===== config.mk =====
export PLATFORM = sky130hd
export DESIGN_NAME = i2c_register_access_sequencer_core
export DESIGN_NICKNAME = d
export VERILOG_FILES = /design/src/rtl/i2cras_pkg.sv /design/src/rtl/i2cras_step.sv /design/src/rtl/i2c_register_access_sequencer_core.sv
export SDC_FILE = /design/constraint.sdc
export NUM_CORES = 1
export LEC_CHECK = 0
export BUFFER_PORTS_ARGS = -buffer_cell sky130_fd_sc_hd__buf_2
export CORE_ASPECT_RATIO = 0.6
export CORE_UTILIZATION = 53
export DETAILED_ROUTE_END_ITERATION = 10
export PLACE_DENSITY = 0.8
export SLEW_MARGIN = 20
export SYNTH_ARGS = -nofsm -noshare
export SYNTH_HDL_FRONTEND = slang
export SYNTH_SLANG_ARGS = --single-unit

===== constraint.sdc =====
create_clock -name i_clk -period 4.1 [get_ports i_clk]
set_input_delay 0.205 -clock i_clk [delete_from_list [all_inputs] [get_ports i_clk]]
set_output_delay 0.205 -clock i_clk [all_outputs]
set_load 0.005 [all_outputs]

===== src/rtl/i2cras_pkg.sv =====
// package for the i2c register access sequencer: codes, state and result types
package i2cras_pkg;

    // command codes on the request channel
    typedef enum logic [1:0] {
        CMD_WRITE = 2'd0,
        CMD_READ  = 2'd1,
        CMD_EVENT = 2'd2
    } t_cmd;

    // operations handed to the byte engine
    typedef enum logic [2:0] {
        OP_NONE    = 3'd0,
        OP_START   = 3'd1,
        OP_SEND    = 3'd2,
        OP_RD_ACK  = 3'd3,
        OP_RD_NACK = 3'd4,
        OP_STOP    = 3'd5
    } t_bus_op;

    // sequencer phases
    typedef enum logic [3:0] {
        PH_IDLE   = 4'd0,
        PH_START  = 4'd1,
        PH_SLAW   = 4'd2,
        PH_REG    = 4'd3,
        PH_WDATA  = 4'd4,
        PH_RSTART = 4'd5,
        PH_SLAR   = 4'd6,
        PH_RDATA  = 4'd7
    } t_phase;

    // engine status codes, upper five bits only
    localparam logic [7:0] STATUS_MASK     = 8'hF8;
    localparam logic [7:0] ST_START        = 8'h08;
    localparam logic [7:0] ST_REP_START    = 8'h10;
    localparam logic [7:0] ST_MT_SLA_ACK   = 8'h18;
    localparam logic [7:0] ST_MT_DATA_ACK  = 8'h28;
    localparam logic [7:0] ST_MR_SLA_ACK   = 8'h40;
    localparam logic [7:0] ST_MR_DATA_ACK  = 8'h50;
    localparam logic [7:0] ST_MR_DATA_NACK = 8'h58;

    typedef struct packed {
        t_phase      phase;
        logic        is_read;
        logic [6:0]  target_addr;
        logic [7:0]  register_addr;
        logic [7:0]  bytes_left;
    } t_seq_state;

    typedef struct packed {
        t_bus_op     bus_op;
        logic [7:0]  bus_tx_byte;
        logic        read_valid;
        logic [7:0]  read_data;
        logic        done_res;
        logic        failed;
        logic        last;
    } t_result;

    localparam t_seq_state SEQ_STATE_RESET = '{
        phase:         PH_IDLE,
        is_read:       1'b0,
        target_addr:   7'd0,
        register_addr: 8'd0,
        bytes_left:    8'd0
    };

endpackage


===== src/rtl/i2cras_step.sv =====
// next-state and result logic for one sequencer transaction
module i2cras_step import i2cras_pkg::*; (
    input  t_seq_state  i_state,
    input  logic [1:0]  i_cmd,
    input  logic [6:0]  i_slave_addr,
    input  logic [7:0]  i_reg_addr,
    input  logic [7:0]  i_byte_count,
    input  logic [7:0]  i_write_byte,
    input  logic [7:0]  i_bus_status,
    input  logic [7:0]  i_bus_rx_byte,
    output t_seq_state  o_state,
    output t_result     o_result
);

    logic [7:0] st;
    logic [7:0] wdata_left;
    logic [7:0] rdata_left;
    logic       more_read;

    assign st         = i_bus_status & STATUS_MASK;
    assign wdata_left = (i_state.bytes_left != 8'd0) ? i_state.bytes_left - 8'd1 : 8'd0;
    assign rdata_left = i_state.bytes_left - 8'd1;
    assign more_read  = (i_state.bytes_left > 8'd1);

    // next state
    always_comb begin
        o_state = i_state;
        case (i_cmd)
            CMD_WRITE, CMD_READ: begin
                if (i_state.phase == PH_IDLE) begin
                    o_state.phase         = PH_START;
                    o_state.is_read       = (i_cmd == CMD_READ);
                    o_state.target_addr   = i_slave_addr;
                    o_state.register_addr = i_reg_addr;
                    o_state.bytes_left    = (i_byte_count == 8'd0) ? 8'd1 : i_byte_count;
                end
            end
            CMD_EVENT: begin
                unique case (i_state.phase)
                    PH_IDLE: ;
                    PH_START: begin
                        o_state.phase = (st == ST_START || st == ST_REP_START) ?
                                        PH_SLAW : PH_IDLE;
                    end
                    PH_SLAW: begin
                        o_state.phase = (st == ST_MT_SLA_ACK) ? PH_REG : PH_IDLE;
                    end
                    PH_REG: begin
                        if (st != ST_MT_DATA_ACK) begin
                            o_state.phase = PH_IDLE;
                        end else if (i_state.is_read) begin
                            o_state.phase = PH_RSTART;
                        end else begin
                            o_state.phase = PH_WDATA;
                        end
                    end
                    PH_WDATA: begin
                        if (st != ST_MT_DATA_ACK) begin
                            o_state.phase = PH_IDLE;
                        end else begin
                            o_state.bytes_left = wdata_left;
                            if (wdata_left == 8'd0) begin
                                o_state.phase = PH_IDLE;
                            end
                        end
                    end
                    PH_RSTART: begin
                        o_state.phase = (st == ST_REP_START) ? PH_SLAR : PH_IDLE;
                    end
                    PH_SLAR: begin
                        o_state.phase = (st == ST_MR_SLA_ACK) ? PH_RDATA : PH_IDLE;
                    end
                    PH_RDATA: begin
                        if (more_read) begin
                            if (st == ST_MR_DATA_ACK) begin
                                o_state.bytes_left = rdata_left;
                            end else begin
                                o_state.phase = PH_IDLE;
                            end
                        end else begin
                            if (st == ST_MR_DATA_NACK) begin
                                o_state.bytes_left = 8'd0;
                            end
                            o_state.phase = PH_IDLE;
                        end
                    end
                    default: o_state.phase = PH_IDLE;
                endcase
            end
            default: ;
        endcase
    end

    // result of the transaction
    always_comb begin
        o_result = '0;
        case (i_cmd)
            CMD_WRITE, CMD_READ: begin
                if (i_state.phase == PH_IDLE) begin
                    o_result.bus_op = OP_START;
                end
            end
            CMD_EVENT: begin
                unique case (i_state.phase)
                    PH_IDLE: ;
                    PH_START: begin
                        if (st == ST_START || st == ST_REP_START) begin
                            o_result.bus_op      = OP_SEND;
                            o_result.bus_tx_byte = {i_state.target_addr, 1'b0};
                        end else begin
                            o_result.done_res = 1'b1;
                            o_result.failed   = 1'b1;
                        end
                    end
                    PH_SLAW: begin
                        if (st == ST_MT_SLA_ACK) begin
                            o_result.bus_op      = OP_SEND;
                            o_result.bus_tx_byte = i_state.register_addr;
                        end else begin
                            // only a refused write address gets a stop
                            o_result.bus_op   = OP_STOP;
                            o_result.done_res = 1'b1;
                            o_result.failed   = 1'b1;
                        end
                    end
                    PH_REG: begin
                        if (st != ST_MT_DATA_ACK) begin
                            o_result.done_res = 1'b1;
                            o_result.failed   = 1'b1;
                        end else if (i_state.is_read) begin
                            o_result.bus_op = OP_START;
                        end else begin
                            o_result.bus_op      = OP_SEND;
                            o_result.bus_tx_byte = i_write_byte;
                        end
                    end
                    PH_WDATA: begin
                        if (st != ST_MT_DATA_ACK) begin
                            o_result.done_res = 1'b1;
                            o_result.failed   = 1'b1;
                        end else if (wdata_left == 8'd0) begin
                            o_result.bus_op   = OP_STOP;
                            o_result.done_res = 1'b1;
                        end else begin
                            o_result.bus_op      = OP_SEND;
                            o_result.bus_tx_byte = i_write_byte;
                        end
                    end
                    PH_RSTART: begin
                        if (st == ST_REP_START) begin
                            o_result.bus_op      = OP_SEND;
                            o_result.bus_tx_byte = {i_state.target_addr, 1'b1};
                        end else begin
                            o_result.done_res = 1'b1;
                            o_result.failed   = 1'b1;
                        end
                    end
                    PH_SLAR: begin
                        if (st == ST_MR_SLA_ACK) begin
                            o_result.bus_op = more_read ? OP_RD_ACK : OP_RD_NACK;
                        end else begin
                            o_result.done_res = 1'b1;
                            o_result.failed   = 1'b1;
                        end
                    end
                    PH_RDATA: begin
                        if (more_read) begin
                            if (st == ST_MR_DATA_ACK) begin
                                o_result.read_valid = 1'b1;
                                o_result.read_data  = i_bus_rx_byte;
                                o_result.bus_op     = (rdata_left > 8'd1) ?
                                                      OP_RD_ACK : OP_RD_NACK;
                            end else begin
                                o_result.done_res = 1'b1;
                                o_result.failed   = 1'b1;
                            end
                        end else if (st == ST_MR_DATA_NACK) begin
                            o_result.read_valid = 1'b1;
                            o_result.read_data  = i_bus_rx_byte;
                            o_result.last       = 1'b1;
                            o_result.bus_op     = OP_STOP;
                            o_result.done_res   = 1'b1;
                        end else begin
                            o_result.done_res = 1'b1;
                            o_result.failed   = 1'b1;
                        end
                    end
                    default: ;
                endcase
            end
            default: ;
        endcase
    end

endmodule


===== src/rtl/i2c_register_access_sequencer_core.sv =====
// top level of the i2c register access sequencer
//
// sits above a byte-level i2c master engine. the request channel (i_valid /
// o_ready) carries begin-write, begin-read and engine completion commands;
// every accepted transaction gives exactly one result on the result channel
// (o_valid / i_ready): the next engine operation, a received data byte with
// its last flag, and done / failed when a transfer ends.
// o_valid rises in the cycle after acceptance; one transaction per cycle is
// sustained while results are taken, set by the single decode step between
// the sequencer state register and the result register.
// a result left waiting does not block the request side as long as it is
// taken in the same cycle: o_ready is high when the result register is empty
// or is being drained. while i_ready stays low a waiting result holds and
// o_ready stays low until that result is taken.
// synchronous active-low reset returns the sequencer to idle with cleared
// address and count fields and empties the result register.
module i2c_register_access_sequencer_core import i2cras_pkg::*; (
    input  logic        i_clk,
    input  logic        i_rst_n,
    // request channel
    input  logic        i_valid,
    output logic        o_ready,
    input  logic [1:0]  i_cmd,
    input  logic [6:0]  i_slave_addr,
    input  logic [7:0]  i_reg_addr,
    input  logic [7:0]  i_byte_count,
    input  logic [7:0]  i_write_byte,
    input  logic [7:0]  i_bus_status,
    input  logic [7:0]  i_bus_rx_byte,
    // result channel
    output logic        o_valid,
    input  logic        i_ready,
    output logic [2:0]  o_bus_op,
    output logic [7:0]  o_bus_tx_byte,
    output logic        o_read_valid,
    output logic [7:0]  o_read_data,
    output logic        o_done_res,
    output logic        o_failed,
    output logic        o_last
);

    t_seq_state r_state;
    t_seq_state n_state;
    t_result    r_result;
    t_result    n_result;
    logic       r_out_valid;
    logic       accept;

    // accept whenever the result slot is free or draining this cycle
    assign o_ready = !r_out_valid || i_ready;
    assign accept  = i_valid && o_ready;

    i2cras_step u_step (
        .i_state       (r_state),
        .i_cmd         (i_cmd),
        .i_slave_addr  (i_slave_addr),
        .i_reg_addr    (i_reg_addr),
        .i_byte_count  (i_byte_count),
        .i_write_byte  (i_write_byte),
        .i_bus_status  (i_bus_status),
        .i_bus_rx_byte (i_bus_rx_byte),
        .o_state       (n_state),
        .o_result      (n_result)
    );

    // sequencer state and result valid flag
    always_ff @(posedge i_clk) begin
        if (!i_rst_n) begin
            r_state     <= SEQ_STATE_RESET;
            r_out_valid <= 1'b0;
        end else begin
            if (accept) begin
                r_state     <= n_state;
                r_out_valid <= 1'b1;
            end else if (i_ready) begin
                r_out_valid <= 1'b0;
            end
        end
    end

    // result payload, loaded only with a new transaction
    always_ff @(posedge i_clk) begin
        if (accept) begin
            r_result <= n_result;
        end
    end

    assign o_valid       = r_out_valid;
    assign o_bus_op      = r_result.bus_op;
    assign o_bus_tx_byte = r_result.bus_tx_byte;
    assign o_read_valid  = r_result.read_valid;
    assign o_read_data   = r_result.read_data;
    assign o_done_res    = r_result.done_res;
    assign o_failed      = r_result.failed;
    assign o_last        = r_result.last;

endmodule


# == After elaboration in Yosys (flattened, before gate mapping) ==
# Cells that the tools add are included.
# word_totals
reg_bits,52
in_bits,53
elab_cells,117
# classes
n_eq_ne,24
order_cmp,2
addsub,1
bitwise_logic,2
n_reduce_logical,17
n_mux,58
# ops
op,n
8-bit 2-to-1 mux,9
8-bit case mux with 5 select lines,1
11-bit 2-to-1 mux,3
4-bit case mux with 8 select lines,1
8-bit case mux with 2 select lines,2
3-bit 2-to-1 mux,10
28-bit 2-to-1 mux,1
3-bit case mux with 7 select lines,1
10-bit 2-to-1 mux,2
4-bit 2-to-1 mux,5
2-bit 2-to-1 mux,9
9-bit 2-to-1 mux,2
"4-bit by 3-bit == test with 1-bit output, second input constant",4
"8-bit by 1-bit > comparator with 1-bit output, second input constant",2
8-bit zero test,2
"5-bit by 4-bit == test with 1-bit output, second input constant",3
2-bit case mux with 7 select lines,1
"5-bit by 2-bit == test with 1-bit output, second input constant",2
1-bit 2-to-1 mux,9
"4-bit by 2-bit == test with 1-bit output, second input constant",2
"4-bit by 2-bit inequality test with 1-bit output, second input constant",2
"4-bit inequality test, second input constant",2
4-bit case mux with 2 select lines,1
8-bit nonzero test,1
23 further kinds,27

# == Logic depth before layout (Yosys ltp) ==
# logic_depth
depth_word,7
ltp_mapped,10

# == Hierarchy ==
# Synthesis repeated with hierarchy kept, for this count alone.
# unflattened
hier_cells,376
hier_area_um2,3422.0
# modules_own_cells
module,cells_each,instances,area_per_inst_um2
i2c_register_access_sequencer_core,149,1,1850.5
i2cras_step,227,1,1571.5

# == Least setup slack after synthesis ==
# OpenSTA, ideal clock, no wires.
# synth_timing
kind,register -> register
startpoint,register r_state[0] in the netlist's numbering
endpoint,register r_result (netlist bit o_bus_tx_byte[5]) (data pin)
setup_slack_ps,1130
path_buffers,2
path_stages_with_launch,11
synth_period_minus_slack_ps,2970
t_arrival_ps,2708
setup_time_ps,262
cell_sequence,dfxtp_1 clkbuf_1 inv_1 ha_1 or3b_1 a2111oi_0 o2111ai_1 a32o_1 clkbuf_1 a222oi_1 nor2_1
# synth_via
elab_chain_cells,6
word_cells_on_any_way,7
classes_between,add/sub (1); mux (4); reduce/logical (2)
# synth_lines
item,line_no,rtl
start: declaration,i2c_register_access_sequencer_core.sv:42,t_seq_state r_state;
start signal: assignment,i2c_register_access_sequencer_core.sv:73,r_state <= n_state;
8-bit by 1-bit subtractor with 8-bit output or 8-bit nonzero test (tied branches),i2cras_step.sv:21,assign wdata_left = (i_state.bytes_left != 8'd0) ? i_state.bytes_left - 8'd1 : 8'd0;
8-bit 2-to-1 mux *,i2cras_step.sv:21,
8-bit zero test *,i2cras_step.sv:141,end else if (wdata_left == 8'd0) begin
8-bit 2-to-1 mux *,i2cras_step.sv:141,
11-bit 2-to-1 mux *,i2cras_step.sv:138,if (st != ST_MT_DATA_ACK) begin
8-bit case mux with 5 select lines *,i2cras_step.sv:104,unique case (i_state.phase)
end signal: assignment,i2c_register_access_sequencer_core.sv:84,r_result <= n_result;
end: declaration,i2c_register_access_sequencer_core.sv:44,t_result r_result;
# Mark *: on every way between the ends. The rest lies on a longest branch, timed or not.
# A chain may end at the register's enable or synchronous reset.

# == Worst setup path after layout ==
# Same ends and word-level chain as after synthesis.

==> metrics.csv <==
metric;value;unit
syn_to_final_growth;15.9;%
critPathRequiredTime;4.17;ns
cts_buffers;5;
clkLatencyLatePin;0.31;ns
worst_r2r_endpoint;o_bus_tx_byte[5];
ir_drop;0.183;mV
wl_per_cell;15.1;um
cp_slowest_stage_delay;0.61;ns
finClkSkew;0.00430;ns
synth_common_cells;nand2_1, dfxtp_1, a21oi_1;
route.detailed.drc;12;
core;5180;sq um
clock-sinks;51;
whs_path_depth;3;
whs;0.118;ns
cts_tree;built;
cts_resized;0;
final-setup-viol-count;0;
synth_edf_count;23;
syn_nets;398;
fmax;306;MHz
cp-end-kind;register;
power;1.09;mW
worst_slew_pin_slew;1.01;ns
worstPathArrival;3.33;ns
async_flop_share;0;%
cp_max_fo;10;
p_per_area;324;nW/um^2
grt_pass1_wl;11.0;mm
slew_headroom;32.1;%
synth_area_per_cell;8.56;sq um
layout.nets;458;
grt_max_degree;25;
violations;DRC;
min_path_type;in2reg;
die_w;97.7;um
grt_pass1_vias;2235;
yosysTopAreaCell;edfxtp_1;
track_usage;24.5;%
die-area;5800;sq um
cts_setup_buffers;0;
yosysMostFrequentCell;nand2_1;
vias;2757;
finalHoldViolCount;0;
fp-row-count;20;
post-route-util;65.1;%
ant_nets;0;
clk_root_buffer_cell;clkbuf_8;
rsz0062_at_grt;no;
antenna_found_initial;0;
synth_area_leaders;edfxtp_1, dfxtp_1, nand2_1, a21oi_1, nor2_1;
critPathLaunchType;register;
vias_per_cell;5.90;
htreeDepth;2;
syn-instance-count;340;
clock_path_buffers;2;
place_hpwl;5.11;mm
max_cap_viol_count;0;
synth_cell_types;57;
synth.cell_area;2910;sq um
hold_end;r_state[19];
period_share;79.7;%
drt-pass1-iter-count;8;
worst_path_max_delay_cell;a2111oi_0;
power_leakage;1.34;nW
ys.flop_type;dfxtp_1;
regToRegSetupSlack;0.83;ns
dr.first_iter.drc_count;242;
criticalPathCategory;reg2reg;
yosysSeqAreaShare;43.0;%
fin_crit;3.27;ns
synth_top_cell_area_share;23.7;%
routed_wl;7.05;mm
grt_overflow;0;
die_y;59.4;um
status;complete, but fails checks;
hp-start;i_slave_addr[3];
start_util;56.2;%
finalMaxSlewViolations;0;
tns;0;ns
ios;78;
r2r_cells;8;
port_buffers;74;
gp_congestion;0.876;
cp_cell_sequence;inv_1 -> ha_1 -> or3b_1 -> a2111oi_0 -> o2111ai_1 -> a32o_1 -> a222oi_1 -> nor2_1;
cts_hold_buf;0;
ys_ff_latch;51;
worstReg2RegStart;r_state[0];
yosysWarnings;0;
cts.clk_slew.worst_paths;0.10;ns
drive_above_1_share;22.9;%
antenna_cells;0;
[cell families after synthesis]
group	Yosys count	synth area share, %
AND/OR/NAND/NOR	161	27.6
AO/OA/AOI/OAI	85	20.2
flip-flops	51	43.0
buffers and inverters	30	4.43
multiplexers	5	1.72
adder cells (fa/ha/maj)	5	2.15
XOR/XNOR	3	0.903
[how the worst max path moves through the flow]
stage	from	to	slack, ns	depth (start not counted)
after floorplan	r_state[0]	o_bus_tx_byte[5]	1.13	10
after global placement	r_state[0]	o_bus_tx_byte[5]	0.91	8
after detailed placement	r_state[0]	o_bus_tx_byte[5]	0.95	8
after CTS	r_state[0]	o_bus_tx_byte[5]	0.88	8
after global routing	r_state[0]	o_bus_tx_byte[5]	0.53	8
final	r_state[0]	o_bus_tx_byte[5]	0.83	8
[worst max-delay path: cells and delay by family (launching register included)]
family / cells / cell delay (ns)
flip-flops: 1 / 0.41
AND/OR/NAND/NOR: 2 / 0.54
buffers and inverters: 1 / 0.16
AO/OA/AOI/OAI: 4 / 1.61
adder cells (fa/ha/maj): 1 / 0.31
[registers in the layout, indices dropped and copies added, names as in the netlist]
signal         count
o_read_valid       1
o_failed           1
o_valid            1
o_bus_op           3
o_bus_tx_byte      8
o_done_res         1
o_last             1
r_state           27
o_read_data        8
[placed cells by master (no fill, tap or decap), drive strengths merged, types with 3 or more instances in the layout]
| cell type | netlist | final |
|---|---|---|
| and2 | 11 | 11 |
| a21o | 3 | 3 |
| or2 | 4 | 4 |
| nor2b | 7 | 7 |
| buf | 3 | 74 |
| or3 | 3 | 3 |
| nand3b | 3 | 3 |
| and3 | 3 | 3 |
| nand3 | 5 | 5 |
| nor2 | 26 | 26 |
| o31ai | 5 | 5 |
| nand2b | 7 | 7 |
| o21a | 5 | 5 |
| a22oi | 5 | 5 |
| a21oi | 27 | 27 |
| nand4 | 5 | 5 |
| nor3 | 9 | 9 |
| ha | 5 | 5 |
| nand2 | 61 | 61 |
| a31oi | 5 | 5 |
| mux2i | 5 | 5 |
| edfxtp | 23 | 23 |
| o21ai | 14 | 14 |
| inv | 9 | 9 |
| or4 | 4 | 4 |
| nor4 | 6 | 6 |
| dfxtp | 28 | 28 |
| clkbuf | 18 | 6 |
[report_power, final]
| group | total, mW | internal (mW) | leakage (nW) | switching (mW) |
|---|---|---|---|---|
| Combinational | 0.200 | 0.0814 | 0.831 | 0.118 |
| Sequential | 0.575 | 0.555 | 0.461 | 0.0198 |
| Clock | 0.319 | 0.138 | 0.0474 | 0.180 |
[cell type report]
type,count,area (sq um)
clock inverter,2,16.3
clock buffer,6,82.6
sequential,51,1250
timing repair buffer,74,370
multi-input combinational,259,1540
tap,66,82.6
fill,440,1810
inverter,9,33.8
[metal layers]
| layer | track usage (%) | vias to the layer above | part of all wire (%) |
|---|---|---|---|
| met2 | 34.0 | 151 | 40 |
| met3 | 6.37 | 5 | 9.7 |
| met5 | 0 | - | 0 |
| met4 | 4.55 | 0 | 0.54 |
| met1 | 37.9 | 1255 | 50 |
| li1 | - | 1346 | - |
[through the flow]
| stage | instance area [sq um] | setup WS, ns | cells |
|---|---|---|---|
| 2_1_floorplan | 2910 | 1.13 | 340 |
| 5_1_grt | 3370 | 0.535 | 467 |
| 3_3_place_gp | 3280 | 0.914 | 459 |
| 3_5_place_dp | 3280 | 0.953 | 459 |
| 6_report | 3370 | 0.832 | 467 |
| 4_1_cts | 3370 | 0.885 | 467 |
Note: power is estimated with default switching activity, not from simulation.
